## src/fhc_pkg.sv

```systemverilog
// Package: shared types, constants and the byte-wide CRC-32 step for the frame header checker.
`timescale 1ns / 1ps

package fhc_pkg;

    // Header layout, in byte positions from the frame start
    localparam logic [4:0] POS_VERSION  = 5'd4;
    localparam logic [4:0] POS_TYPE     = 5'd6;
    localparam logic [4:0] POS_FLAGS    = 5'd8;
    localparam logic [4:0] POS_RESERVED = 5'd10;
    localparam logic [4:0] POS_LENGTH   = 5'd12;
    localparam logic [4:0] POS_CRC      = 5'd16;
    localparam logic [4:0] POS_SEQUENCE = 5'd20;
    localparam logic [4:0] HDR_BYTES    = 5'd28;

    // Payload byte counter saturates at its all-ones value
    localparam logic [32:0] COUNT_MAX = {33{1'b1}};

    localparam logic [31:0] CRC_POLY = 32'hEDB88320;
    localparam logic [31:0] CRC_INIT = 32'hFFFFFFFF;

    localparam logic [15:0] TYPE_MIN = 16'd1;
    localparam logic [15:0] TYPE_MAX = 16'd9;

    // Configuration register indexes and reset values
    localparam logic [1:0]  CFG_MAGIC       = 2'd0;
    localparam logic [1:0]  CFG_VERSION     = 2'd1;
    localparam logic [1:0]  CFG_MAX_PAYLOAD = 2'd2;
    localparam logic [31:0] MAGIC_RESET       = 32'd0;
    localparam logic [15:0] VERSION_RESET     = 16'd1;
    localparam logic [31:0] MAX_PAYLOAD_RESET = 32'd1048576;

    typedef enum logic [2:0] {
        ST_OK       = 3'd0,
        ST_TRUNC    = 3'd1,
        ST_MAGIC    = 3'd2,
        ST_VERSION  = 3'd3,
        ST_TYPE     = 3'd4,
        ST_OVERSIZE = 3'd5,
        ST_CRC      = 3'd6
    } status_t;

    // One frame byte as held in the input stage
    typedef struct packed {
        logic [7:0] data_byte;
        logic       frame_end;
    } item_t;

    // One frame report
    typedef struct packed {
        status_t     status;
        logic [15:0] frame_type;
        logic [15:0] frame_flags;
        logic [31:0] payload_length;
        logic [31:0] declared_crc;
        logic [63:0] frame_sequence;
    } result_t;

    // Reflected CRC-32 over one byte, LSB first
    function automatic logic [31:0] crc32_byte(input logic [31:0] crc_in,
                                               input logic [7:0]  data);
        logic [31:0] crc;
        crc = crc_in ^ {24'd0, data};
        for (int k = 0; k < 8; k++)
        begin
            crc = crc[0] ? ((crc >> 1) ^ CRC_POLY) : (crc >> 1);
        end
        return crc;
    endfunction

endpackage

```

## src/fhc_in_stage.sv

```systemverilog
// Input register stage: holds one accepted byte until the frame logic takes it.
`timescale 1ns / 1ps

module fhc_in_stage (
    input  logic           clk,
    input  logic           rst_n,
    input  logic           in_valid,
    output logic           in_stall,
    input  logic [7:0]     data_byte,
    input  logic           frame_end,
    input  logic           advance,
    output logic           held_valid,
    output fhc_pkg::item_t held_item
);

    logic           valid_reg;
    logic           valid_next;
    fhc_pkg::item_t item_reg;
    logic           accept;

    // Stall only while a held byte cannot move on this cycle
    assign in_stall = valid_reg && !advance;
    assign accept   = in_valid && !in_stall;

    always_comb
    begin
        if (accept)
            valid_next = 1'b1;
        else if (advance)
            valid_next = 1'b0;
        else
            valid_next = valid_reg;
    end

    always_ff @(posedge clk or negedge rst_n)
    begin
        if (!rst_n)
            valid_reg <= 1'b0;
        else
            valid_reg <= valid_next;
    end

    // Payload register, loaded on each transfer
    always_ff @(posedge clk)
    begin
        if (accept)
        begin
            item_reg.data_byte <= data_byte;
            item_reg.frame_end <= frame_end;
        end
    end

    assign held_valid = valid_reg;
    assign held_item  = item_reg;

endmodule

```

## src/fhc_frame.sv

```systemverilog
// Frame logic: header capture, magic check, payload CRC and count, status on the last byte.
`timescale 1ns / 1ps

module fhc_frame (
    input  logic             clk,
    input  logic             rst_n,
    input  logic             take,
    input  fhc_pkg::item_t   item,
    input  logic [31:0]      expected_magic,
    input  logic [15:0]      expected_version,
    input  logic [31:0]      payload_limit,
    output fhc_pkg::result_t result
);

    logic [4:0]  pos_reg,      pos_next,      pos_aft;
    logic        magic_bad_reg, magic_bad_next, magic_bad_aft;
    logic [15:0] version_reg,  version_next,  version_aft;
    logic [15:0] type_reg,     type_next,     type_aft;
    logic [15:0] flags_reg,    flags_next,    flags_aft;
    logic [31:0] length_reg,   length_next,   length_aft;
    logic [31:0] crc_seen_reg, crc_seen_next, crc_seen_aft;
    logic [63:0] seq_reg,      seq_next,      seq_aft;
    logic [31:0] run_crc_reg,  run_crc_next,  run_crc_aft;
    logic [32:0] count_reg,    count_next,    count_aft;
    logic [2:0]  seq_lane;
    logic [7:0]  b;
    fhc_pkg::status_t status_c;

    assign b        = item.data_byte;
    assign seq_lane = 3'(pos_reg - fhc_pkg::POS_SEQUENCE);

    // Fold the byte into the frame state
    always_comb
    begin
        pos_aft       = pos_reg;
        magic_bad_aft = magic_bad_reg;
        version_aft   = version_reg;
        type_aft      = type_reg;
        flags_aft     = flags_reg;
        length_aft    = length_reg;
        crc_seen_aft  = crc_seen_reg;
        seq_aft       = seq_reg;
        run_crc_aft   = run_crc_reg;
        count_aft     = count_reg;
        if (pos_reg < fhc_pkg::HDR_BYTES)
        begin
            pos_aft = pos_reg + 5'd1;
            if (pos_reg < fhc_pkg::POS_VERSION)
            begin
                if (b != expected_magic[8*pos_reg[1:0] +: 8])
                    magic_bad_aft = 1'b1;
            end
            else if (pos_reg < fhc_pkg::POS_TYPE)
                version_aft[8*pos_reg[0] +: 8] = b;
            else if (pos_reg < fhc_pkg::POS_FLAGS)
                type_aft[8*pos_reg[0] +: 8] = b;
            else if (pos_reg < fhc_pkg::POS_RESERVED)
                flags_aft[8*pos_reg[0] +: 8] = b;
            else if (pos_reg < fhc_pkg::POS_LENGTH)
            begin
                // reserved bytes are dropped
            end
            else if (pos_reg < fhc_pkg::POS_CRC)
                length_aft[8*pos_reg[1:0] +: 8] = b;
            else if (pos_reg < fhc_pkg::POS_SEQUENCE)
                crc_seen_aft[8*pos_reg[1:0] +: 8] = b;
            else
                seq_aft[8*seq_lane +: 8] = b;
        end
        else
        begin
            run_crc_aft = fhc_pkg::crc32_byte(run_crc_reg, b);
            if (count_reg != fhc_pkg::COUNT_MAX)
                count_aft = count_reg + 33'd1;
        end
    end

    // Status priority, from the state after this byte
    always_comb
    begin
        if (pos_aft < fhc_pkg::HDR_BYTES)
            status_c = fhc_pkg::ST_TRUNC;
        else if (magic_bad_aft)
            status_c = fhc_pkg::ST_MAGIC;
        else if (version_aft != expected_version)
            status_c = fhc_pkg::ST_VERSION;
        else if (type_aft < fhc_pkg::TYPE_MIN || type_aft > fhc_pkg::TYPE_MAX)
            status_c = fhc_pkg::ST_TYPE;
        else if (length_aft > payload_limit)
            status_c = fhc_pkg::ST_OVERSIZE;
        else if (count_aft != {1'b0, length_aft})
            status_c = fhc_pkg::ST_TRUNC;
        else if (~run_crc_aft != crc_seen_aft)
            status_c = fhc_pkg::ST_CRC;
        else
            status_c = fhc_pkg::ST_OK;
    end

    always_comb
    begin
        result.status         = status_c;
        result.frame_type     = type_aft;
        result.frame_flags    = flags_aft;
        result.payload_length = length_aft;
        result.declared_crc   = crc_seen_aft;
        result.frame_sequence = seq_aft;
    end

    // Next state: hold, advance, or clear after the last byte
    always_comb
    begin
        pos_next       = pos_reg;
        magic_bad_next = magic_bad_reg;
        version_next   = version_reg;
        type_next      = type_reg;
        flags_next     = flags_reg;
        length_next    = length_reg;
        crc_seen_next  = crc_seen_reg;
        seq_next       = seq_reg;
        run_crc_next   = run_crc_reg;
        count_next     = count_reg;
        if (take)
        begin
            if (item.frame_end)
            begin
                pos_next       = '0;
                magic_bad_next = 1'b0;
                version_next   = '0;
                type_next      = '0;
                flags_next     = '0;
                length_next    = '0;
                crc_seen_next  = '0;
                seq_next       = '0;
                run_crc_next   = fhc_pkg::CRC_INIT;
                count_next     = '0;
            end
            else
            begin
                pos_next       = pos_aft;
                magic_bad_next = magic_bad_aft;
                version_next   = version_aft;
                type_next      = type_aft;
                flags_next     = flags_aft;
                length_next    = length_aft;
                crc_seen_next  = crc_seen_aft;
                seq_next       = seq_aft;
                run_crc_next   = run_crc_aft;
                count_next     = count_aft;
            end
        end
    end

    always_ff @(posedge clk or negedge rst_n)
    begin
        if (!rst_n)
        begin
            pos_reg       <= '0;
            magic_bad_reg <= 1'b0;
            version_reg   <= '0;
            type_reg      <= '0;
            flags_reg     <= '0;
            length_reg    <= '0;
            crc_seen_reg  <= '0;
            seq_reg       <= '0;
            run_crc_reg   <= fhc_pkg::CRC_INIT;
            count_reg     <= '0;
        end
        else
        begin
            pos_reg       <= pos_next;
            magic_bad_reg <= magic_bad_next;
            version_reg   <= version_next;
            type_reg      <= type_next;
            flags_reg     <= flags_next;
            length_reg    <= length_next;
            crc_seen_reg  <= crc_seen_next;
            seq_reg       <= seq_next;
            run_crc_reg   <= run_crc_next;
            count_reg     <= count_next;
        end
    end

endmodule

```

## src/fhc_out_stage.sv

```systemverilog
// Output register stage: holds one frame report until the receiver takes it.
`timescale 1ns / 1ps

module fhc_out_stage (
    input  logic             clk,
    input  logic             rst_n,
    input  logic             load,
    input  fhc_pkg::result_t result_in,
    input  logic             out_stall,
    output logic             out_free,
    output logic             out_valid,
    output fhc_pkg::result_t result_out
);

    logic             valid_reg;
    logic             valid_next;
    fhc_pkg::result_t result_reg;

    // Free when empty or when the held report leaves this cycle
    assign out_free = !valid_reg || !out_stall;

    always_comb
    begin
        if (load)
            valid_next = 1'b1;
        else if (!out_stall)
            valid_next = 1'b0;
        else
            valid_next = valid_reg;
    end

    always_ff @(posedge clk or negedge rst_n)
    begin
        if (!rst_n)
            valid_reg <= 1'b0;
        else
            valid_reg <= valid_next;
    end

    always_ff @(posedge clk)
    begin
        if (load)
            result_reg <= result_in;
    end

    assign out_valid  = valid_reg;
    assign result_out = result_reg;

endmodule

```

## src/frame_header_check_crc32_top.sv

```systemverilog
// Frame header checker with payload CRC-32: top level.
// Timing: a transferred byte is held in the input stage and folded into the frame state when
//   it advances; the report is registered in the output stage when the last byte advances.
// Throughput: one byte per cycle, set by the byte-wide CRC step; a last byte waits
//   only while the report slot holds a report that the receiver stalls.
// Reset: rst_n clears all frame state, the valid flags of both stages and loads register defaults.
`timescale 1ns / 1ps

module frame_header_check_crc32_top (
    input  logic        clk,
    input  logic        rst_n,
    input  logic        cfg_write,
    input  logic [1:0]  cfg_index,
    input  logic [31:0] cfg_data,
    input  logic        in_valid,
    output logic        in_stall,
    input  logic [7:0]  data_byte,
    input  logic        frame_end,
    output logic        out_valid,
    input  logic        out_stall,
    output logic [2:0]  status,
    output logic [15:0] frame_type,
    output logic [15:0] frame_flags,
    output logic [31:0] payload_length,
    output logic [31:0] declared_crc,
    output logic [63:0] frame_sequence
);

    logic [31:0] magic_reg;
    logic [15:0] version_reg;
    logic [31:0] max_payload_reg;

    logic             held_valid;
    fhc_pkg::item_t   held_item;
    logic             advance;
    logic             out_free;
    logic             load;
    fhc_pkg::result_t frame_result;
    fhc_pkg::result_t out_result;

    // Configuration registers
    always_ff @(posedge clk or negedge rst_n)
    begin
        if (!rst_n)
        begin
            magic_reg       <= fhc_pkg::MAGIC_RESET;
            version_reg     <= fhc_pkg::VERSION_RESET;
            max_payload_reg <= fhc_pkg::MAX_PAYLOAD_RESET;
        end
        else if (cfg_write)
        begin
            unique case (cfg_index)
                fhc_pkg::CFG_MAGIC:       magic_reg       <= cfg_data;
                fhc_pkg::CFG_VERSION:     version_reg     <= cfg_data[15:0];
                fhc_pkg::CFG_MAX_PAYLOAD: max_payload_reg <= cfg_data;
                default:                  ;
            endcase
        end
    end

    // A byte moves on unless it ends a frame and the report slot is busy
    assign advance = held_valid && (!held_item.frame_end || out_free);
    assign load    = advance && held_item.frame_end;

    fhc_in_stage u_in_stage (
        .clk        (clk),
        .rst_n      (rst_n),
        .in_valid   (in_valid),
        .in_stall   (in_stall),
        .data_byte  (data_byte),
        .frame_end  (frame_end),
        .advance    (advance),
        .held_valid (held_valid),
        .held_item  (held_item)
    );

    fhc_frame u_frame (
        .clk              (clk),
        .rst_n            (rst_n),
        .take             (advance),
        .item             (held_item),
        .expected_magic   (magic_reg),
        .expected_version (version_reg),
        .payload_limit    (max_payload_reg),
        .result           (frame_result)
    );

    fhc_out_stage u_out_stage (
        .clk        (clk),
        .rst_n      (rst_n),
        .load       (load),
        .result_in  (frame_result),
        .out_stall  (out_stall),
        .out_free   (out_free),
        .out_valid  (out_valid),
        .result_out (out_result)
    );

    assign status         = out_result.status;
    assign frame_type     = out_result.frame_type;
    assign frame_flags    = out_result.frame_flags;
    assign payload_length = out_result.payload_length;
    assign declared_crc   = out_result.declared_crc;
    assign frame_sequence = out_result.frame_sequence;

    // Input side stalls only while a byte is held
    a_stall_needs_held: assert property (@(posedge clk) disable iff (!rst_n)
        in_stall |-> held_valid)
        else $error("input stalled with no byte held");

    // A report is never loaded over one that is still waiting
    a_no_overwrite: assert property (@(posedge clk) disable iff (!rst_n)
        load |-> (!out_valid || !out_stall))
        else $error("report overwritten while stalled");

    // A report appears only after a frame's last byte was taken
    a_report_source: assert property (@(posedge clk) disable iff (!rst_n)
        $rose(out_valid) |-> $past(load))
        else $error("report without a last byte");

    // Status code is one of the defined codes whenever a report is valid
    a_status_code: assert property (@(posedge clk) disable iff (!rst_n)
        out_valid |-> (status <= 3'(fhc_pkg::ST_CRC)))
        else $error("undefined status code");

endmodule

```

## config.mk

```make
export PLATFORM = sky130hd
export DESIGN_NAME = frame_header_check_crc32_top
export DESIGN_NICKNAME = d
export VERILOG_FILES = /design/src/fhc_pkg.sv /design/src/fhc_in_stage.sv /design/src/fhc_frame.sv /design/src/fhc_out_stage.sv /design/src/frame_header_check_crc32_top.sv
export SDC_FILE = /design/constraint.sdc
export NUM_CORES = 1
export LEC_CHECK = 0
export ABC_AREA = 1
export BUFFER_PORTS_ARGS = -buffer_cell sky130_fd_sc_hd__buf_2
export CORE_ASPECT_RATIO = 1.25
export CORE_MARGIN = 5
export CORE_UTILIZATION = 55
export CTS_BUF_LIST = sky130_fd_sc_hd__clkbuf_8 sky130_fd_sc_hd__clkbuf_16
export DETAILED_ROUTE_END_ITERATION = 10
export MAX_ROUTING_LAYER = met4
export PLACE_DENSITY = 0.77
export SYNTH_ARGS = -nofsm -noshare
export SYNTH_HDL_FRONTEND = slang
export SYNTH_SLANG_ARGS = --single-unit
```

## constraint.sdc

```tcl
create_clock -name clk -period 4.25 [get_ports clk]
set_input_delay 0.425 -clock clk [delete_from_list [all_inputs] [get_ports clk]]
set_output_delay 0.425 -clock clk [all_outputs]
set_load 0.1 [all_outputs]
```

==> results of run 1 <==
==> metrics by stage <==
step | utilization (%) | hold slack (ns)
2_1_floorplan | - | 0.1294
3_3_place_gp | 59.93 | 0.4617
3_5_place_dp | 59.93 | 0.4678
4_1_cts | 63.80 | 0.02829
5_1_grt | 63.86 | 0.05753
6_report | 63.86 | 0.05493
==> logic make-up (layout without fill, tap and decap cells) <==
logic type / Yosys count / after routing / synth area share (%)
AND/OR/NAND/NOR: 1454 / 1454 / 22.91
buffers and inverters: 573 / 837 / 8.587
flip-flops: 501 / 501 / 52.00
AO/OA/AOI/OAI: 568 / 568 / 12.72
other: 0 / 1 / 0
XOR/XNOR: 56 / 56 / 1.897
adder cells (fa/ha/maj): 39 / 39 / 1.888
==> path summary, 6_finish.rpt <==
| path | from | end | slack [ns] | cells past startpoint |
|---|---|---|---|---|
| setup / recovery | u_frame.pos_reg[1] | u_out_stage.result_out[161] | 0.31 | 19 |
| min in group asynchronous | rst_n | u_frame.count_reg[21] | 0.45 | 2 |
| setup reg to reg | u_frame.pos_reg[1] | u_out_stage.result_out[161] | 0.31 | 19 |
| hold / removal | out_stall | u_out_stage.out_valid | 0.05 | 3 |
| hold reg to reg | max_payload_reg[28] | max_payload_reg[28] | 0.48 | 2 |
| max in group asynchronous | rst_n | u_frame.run_crc_reg[30] | 2.77 | 3 |
==> placed cells by master (no fill, tap or decap), types with 12 or more instances in the layout <==
master / netlist / final
nor2_1: 181 / 180
a21oi_1: 27 / 27
ha_1: 39 / 38
nand4_1: 23 / 23
xnor2_1: 18 / 18
dfrtp_1: 295 / 294
clkbuf_8: 0 / 12
clkbuf_16: 0 / 52
a22oi_1: 23 / 23
a22o_1: 40 / 40
buf_4: 6 / 67
dfstp_2: 34 / 34
buf_2: 24 / 211
nor3_1: 18 / 18
o21ai_0: 316 / 316
edfxtp_1: 172 / 172
inv_1: 437 / 448
o22ai_1: 125 / 125
nand2_1: 987 / 986
xor2_1: 38 / 38
nand3_1: 215 / 213
==> tightest hold or removal path, delay by kind of cell <==
| kind | cells | cell delay (ns) |
|---|---|---|
| simple gates | 2 | 0.12 |
| buf+inv | 1 | 0.10 |
==> routing by layer <==
metal  global-route usage (%)  vias up  wire length [um]  part of all wire, %
met5                        -        -                 0                    0
met4                    17.37        0              5425                  6.2
met3                    4.967      297              6542                  7.5
met2                    55.55     1159             41720                   48
met1                    43.10    11240             33840                   39
li1                         -    10870                 -                    -
==> repair_timing <==
action                                  CTS  global route
setup buffers                             0             3
gates resized for setup                   0             2
hold buffers                             10             0
endpoints found under the setup margin    0             3
endpoints found under the hold margin    91             0
==> layout make-up <==
class                      instances  area share (%)
inverter                         449           5.731
tap                              630           2.663
timing repair buffer             294           5.964
clock inverter                    30          0.7650
sequential                       501           45.41
multi-input combinational       2117           34.51
clock buffer                      64           4.954
antenna                            1        0.008453
==> power breakdown <==
part / internal (mW) / switching (mW) / total [mW] / leakage [nW]
combinational: 0.406 / 1.49 / 1.90 / 7.84
clock: 2.56 / 1.99 / 4.56 / 0.879
sequential: 5.22 / 0.129 / 5.34 / 6.02
==> results.md, run 1 <==
* Synth area leaders: dfrtp_1, edfxtp_1, nand2_1
* CP top delay family: simple AND/OR/NAND/NOR gates
* Sequential cell area fraction in the yosys report at roughly half
* Drt total wl at 87530 um
* Fin crit share at a little over 90%
* Clock slew at reported path FFs at ~0.06 ns
* Status: finished clean
* Post-DRT Antenna Nets at 0
* Critical-path top delay cell: o21ai_0
* Worst Skew at approximately 0.033 ns
* # setup viols final at 0
* Ports at ~210
* Initial core utilization at 55.76%
* CTS Buf Count at 50
* GPL Wtd Cong at approximately 1
* Final setup TNS at 0 ns
* Worst slack, placed at approximately 0.26 ns
* Crit path kind: flop to flop
* Worst-Skew Late Latency at roughly 0.63 ns
* Slowest stage delay, CP at 0.44 ns
* Largest net degree at the start of global routing at 117
* Max FFs per register at about 160
* Root Buffer: clkbuf_16
* Grt ovf at 0
* Detailed router's first-iteration violation count at 2316
* Total power at roughly 12 mW
* Yosys warning count at 0
* Syn Inst Count at roughly 3200
* Vias in the first global route at ~23000
* Drt pass-1 iters at 8
* PortBufs at 212
* Vias per cell at about 5.8
* Layout Cells excl Fill at ~4100
* Worst-case clock buffer depth at 3
* Leak Pwr at 14.74 nW
* Required time worst endpoint at 4.62 ns
* Largest area contributor in the synthesized netlist: dfrtp_1
* Min setup slack post-route at around 0.3 ns
* FF+latch count, synth at 501
* Worst slew margin at 16.88%
* RSZ-0062 raised after global routing: no
* Avg Cell Area, Syn at between 8 and 9 um2
* Antenna violations before repair at 1
* Routed via count at between 20000 and 25000
* Cell mode on critical path: inv_1
* CTS tree: yes
* Startpoint class of the critical path: flop
* H-tree lvl count at 2
* Area grow syn2layout at 14.53%
* Worst-path fanout max at 12
* Placed instance area at ~0.028 mm2
* Asr flop ratio synth at 65.67%
* Post-route cell area at a little under 0.03 mm2
* Critical Path End Type: flop
* Layout cells sized above 1 at around an eighth
* Maximum vdd drop at 0.3816 mV
* Worst-Margin Slew at 1.247 ns
* Post-Syn Area at approximately 0.026 mm2
* Post-synth top cells: nand2_1, inv_1, o21ai_0, dfrtp_1, nand3_1
* Placed Cells incl. Taps at approximately 4000
* Main synth FF type: dfrtp_1
* HPWL after detailed placement at ~64000 um
* First-pass GRT wire length at approximately 130000 um
* Filler Cell Count at between 3000 and 4000
* Reg area at around 0.013 mm2
* Routed len/inst at roughly 21 um
* Share of Yosys cell area claimed by the top area cell type at 28.56%
* Core area at ~0.046 mm2
* CP Data Arrival Time at ~4.3 ns
* Highest Clock Rate at 0.2537 GHz
* Netlist cell types at 48
* Row count at 88
* Final Max Slew Viols at 0
* Number of synthesized flops with an enable pin at 172
* Fin crit period at around 4 ns
* Worst path cell trace: inv_1, ha_2, nor2_1, buf_4, inv_1, o21ai_0, o21ai_0, inv_1, ha_1, nand4_1, nor3_1, and3_1, nand2_1, nand3_1, nand2_1, nand2_1, inv_1, nand3_1, a21oi_1
* Most common cell in the netlist: nand2_1
* Max Cap Violations at 0
* Die X at ~200 um
* Final Hold Viols at 0
* Pwr dens at 398.6 mW/mm2
* GR Util All Layers at about a third
* Synthesized netlist net count at between 3000 and 4000
* CP bufs+invs at 5
* Hold/Removal Path Class: input port to flop
* CTS sink count at about 500
* Die ar. at slightly above 0.05 mm2
* Area of the multi-input gates at around 0.010 mm2
* Die Ht at between 200 and 300 um
* # DRC at 0
* Final nets at 3500
Power figures use the tool's default switching activity.
==> run 2, diff against run 1 <==
MAX_ROUTING_LAYER = not set   (was met4)
==> run 2 against run 1 <==
Critical path depth fell by 1. Power decreased by 2.0%. Register-to-register slack improved by 0.07 ns. Critical endpoint unchanged.
==> results.md, run 2 (same netlist as run 1, synthesis figures left out) <==
* Status: finished clean
* Leading cell type in the layout, fill and taps excluded: nand2_1
* Worst-Margin Slew at 1.184 ns (-0.06242 ns)
* Ports at 213 (unchanged)
* Routed len/inst at 21.50 um (+0.35%)
* Critical Path End Type: flop
* Post-CTS Setup Bufs at 0 (unchanged)
* Highest Clock Rate at 0.2581 GHz (+1.7%)
* RSZ-0062 raised after global routing: no
* CTS tree: yes
* CTS sink count at 501 (unchanged)
* Die X at 203.9 um (unchanged)
* Startpoint class of the critical path: flop
* Root Buffer: clkbuf_16
* HPWL after detailed placement at 63490 um (-0.22%)
* Antenna violations before repair at 1 (unchanged)
* Grt ovf at 0 (unchanged)
* PostCTS Resize Cnt at 0 (unchanged)
* Row count at 88 (unchanged)
* Clock slew at reported path FFs at 0.07 ns (about the same)
* Final Max Slew Viols at 0 (unchanged)
* Drt pass-1 iters at 7 (-1)
* Most frequent cells in the layout: nand2_1, inv_1, o21ai_0
* Worst-Skew Late Latency at 0.62 ns (about the same)
* Vias in the first global route at 22900 (+0.21%)
* Fin crit share at 91.17% (-1.6 points)
* Area grow syn2layout at 14.04%
* H-tree lvl count at 2 (unchanged)
* Filler Cell Count at 3977 (+1.1%)
* Crit path kind: flop to flop
* Max Cap Violations at 0 (unchanged)
* Final setup TNS at 0 ns (unchanged)
* Required time worst endpoint at 4.60 ns (-0.02 ns)
* CTS Buf Count at 49 (-2.0%)
* R2R depth at 18 (-1)
* First-pass GRT wire length at 133500 um (-0.12%)
* PortBufs at 212 (unchanged)
* GR Util All Layers at 33.48% (-1.1 points)
* Layout cells sized above 1 at 12.69% (-0.018 points)
* Hold/Removal Path Class: input port to flop
* Leak Pwr at 14.65 nW (-0.60%)
* Hold buffers post-CTS at 10 (unchanged)
* Initial core utilization at 55.76% (unchanged)
* Detailed router's first-iteration violation count at 2356 (+1.7%)
* Drt total wl at 87770 um (+0.28%)
* Max FFs per register at 163 (unchanged)
* Routed via count at 23740 (+0.73%)
* Fin crit period at 3.875 ns (-0.06672 ns)
* Vias per cell at 5.813 (+0.80%)
* Worst slew margin at 21.04% (+4.2 points)
* Maximum vdd drop at 0.3275 mV (-14%)
* Largest net degree at the start of global routing at 131 (+12%)
* Core area at 0.04635 mm2 (unchanged)
* Hold path depth at 3 (unchanged)
* Final Hold Viols at 0 (unchanged)
* Worst slack, placed at 0.5154 ns (+0.2518 ns)
* # setup viols final at 0 (unchanged)
* Worst-path fanout max at 16 (+4)
* Worst-case clock buffer depth at 3 (unchanged)
* Pwr dens at 392.2 mW/mm2 (-1.6%)
* GPL Wtd Cong at 1.058 (+3.8%)
* # DRC at 0 (unchanged)
* Die ar. at 0.05146 mm2 (unchanged)
* Final nets at 3499 (-0.029%)
* CP Data Arrival Time at 4.23 ns (-0.08 ns)
* Worst Skew at 0.01935 ns (-0.01351 ns)
* Min setup slack post-route at 0.3754 ns (+0.06672 ns)
* Post-DRT Antenna Nets at 0 (unchanged)
* Die Ht at 252.4 um (unchanged)
-- run 2: final timing paths --
kind	startpoint	endpoint	slack, ns
max	u_frame.pos_reg[2]	u_out_stage.result_out[161]	0.38
min in group asynchronous	rst_n	u_frame.count_reg[18]	0.39
max reg2reg	u_frame.pos_reg[2]	u_out_stage.result_out[161]	0.38
min reg2reg	u_frame.length_reg[27]	u_frame.length_reg[27]	0.48
max in group asynchronous	rst_n	u_frame.flags_reg[9]	2.65
min	out_stall	u_out_stage.out_valid	0.03
-- run 2: routing by layer --
metal / track usage, % / routed length, um / up-vias / part of all wire (%)
met5: 0 / 0 / - / 0
met4: 18.68 / 5866 / 0 / 6.7
met3: 4.517 / 6887 / 297 / 7.8
met2: 56.00 / 41980 / 1252 / 48
met1: 42.19 / 33040 / 11310 / 38
li1: - / - / 10880 / -
-- run 2: critical path, cell delays in order, from the launching register on --
cell     delay, ns
dfrtp_1       0.51
nand2_2       0.18
nor2_2        0.15
inv_2         0.12
nor2_4        0.33
o21ai_0       0.29
o21ai_0       0.33
inv_1         0.29
ha_1          0.36
nand2_1       0.07
nor3_1        0.22
and3_1        0.23
nand2_1       0.07
nand3_1       0.09
nand2_1       0.07
nand2_1       0.07
inv_1         0.05
nand3_1       0.08
a21oi_1       0.07
-- run 2: cell type report --
cell class	count	area, um2	area share [%]
antenna	1	2.502	0.008489
clock buffer	56	1323	4.486
clock inverter	35	251.5	0.8531
inverter	449	1697	5.756
multi-input combinational	2117	10210	34.65
sequential	501	13440	45.60
tap	630	788.3	2.674
timing repair buffer	294	1762	5.976
-- run 2: through the flow --
stage          util, %  std cells  instance area (um2)  total power [mW]  hold slack [ns]
2_1_floorplan        -       3191                25850             6.688           0.1294
3_3_place_gp     59.98       3981                27800             7.267           0.4623
3_5_place_dp     59.98       3981                27800             7.297           0.4650
4_1_cts          63.59       4082                29480             11.56          0.01574
5_1_grt          63.59       4083                29480             11.93          0.04500
6_report         63.59       4083                29480             11.56          0.03331
-- run 2: power breakdown --
group	total, mW	internal [mW]	switching (mW)
logic	1.91	0.405	1.51
registers	5.34	5.21	0.125
clock network	4.31	2.31	2.00
total	11.6	7.93	3.63
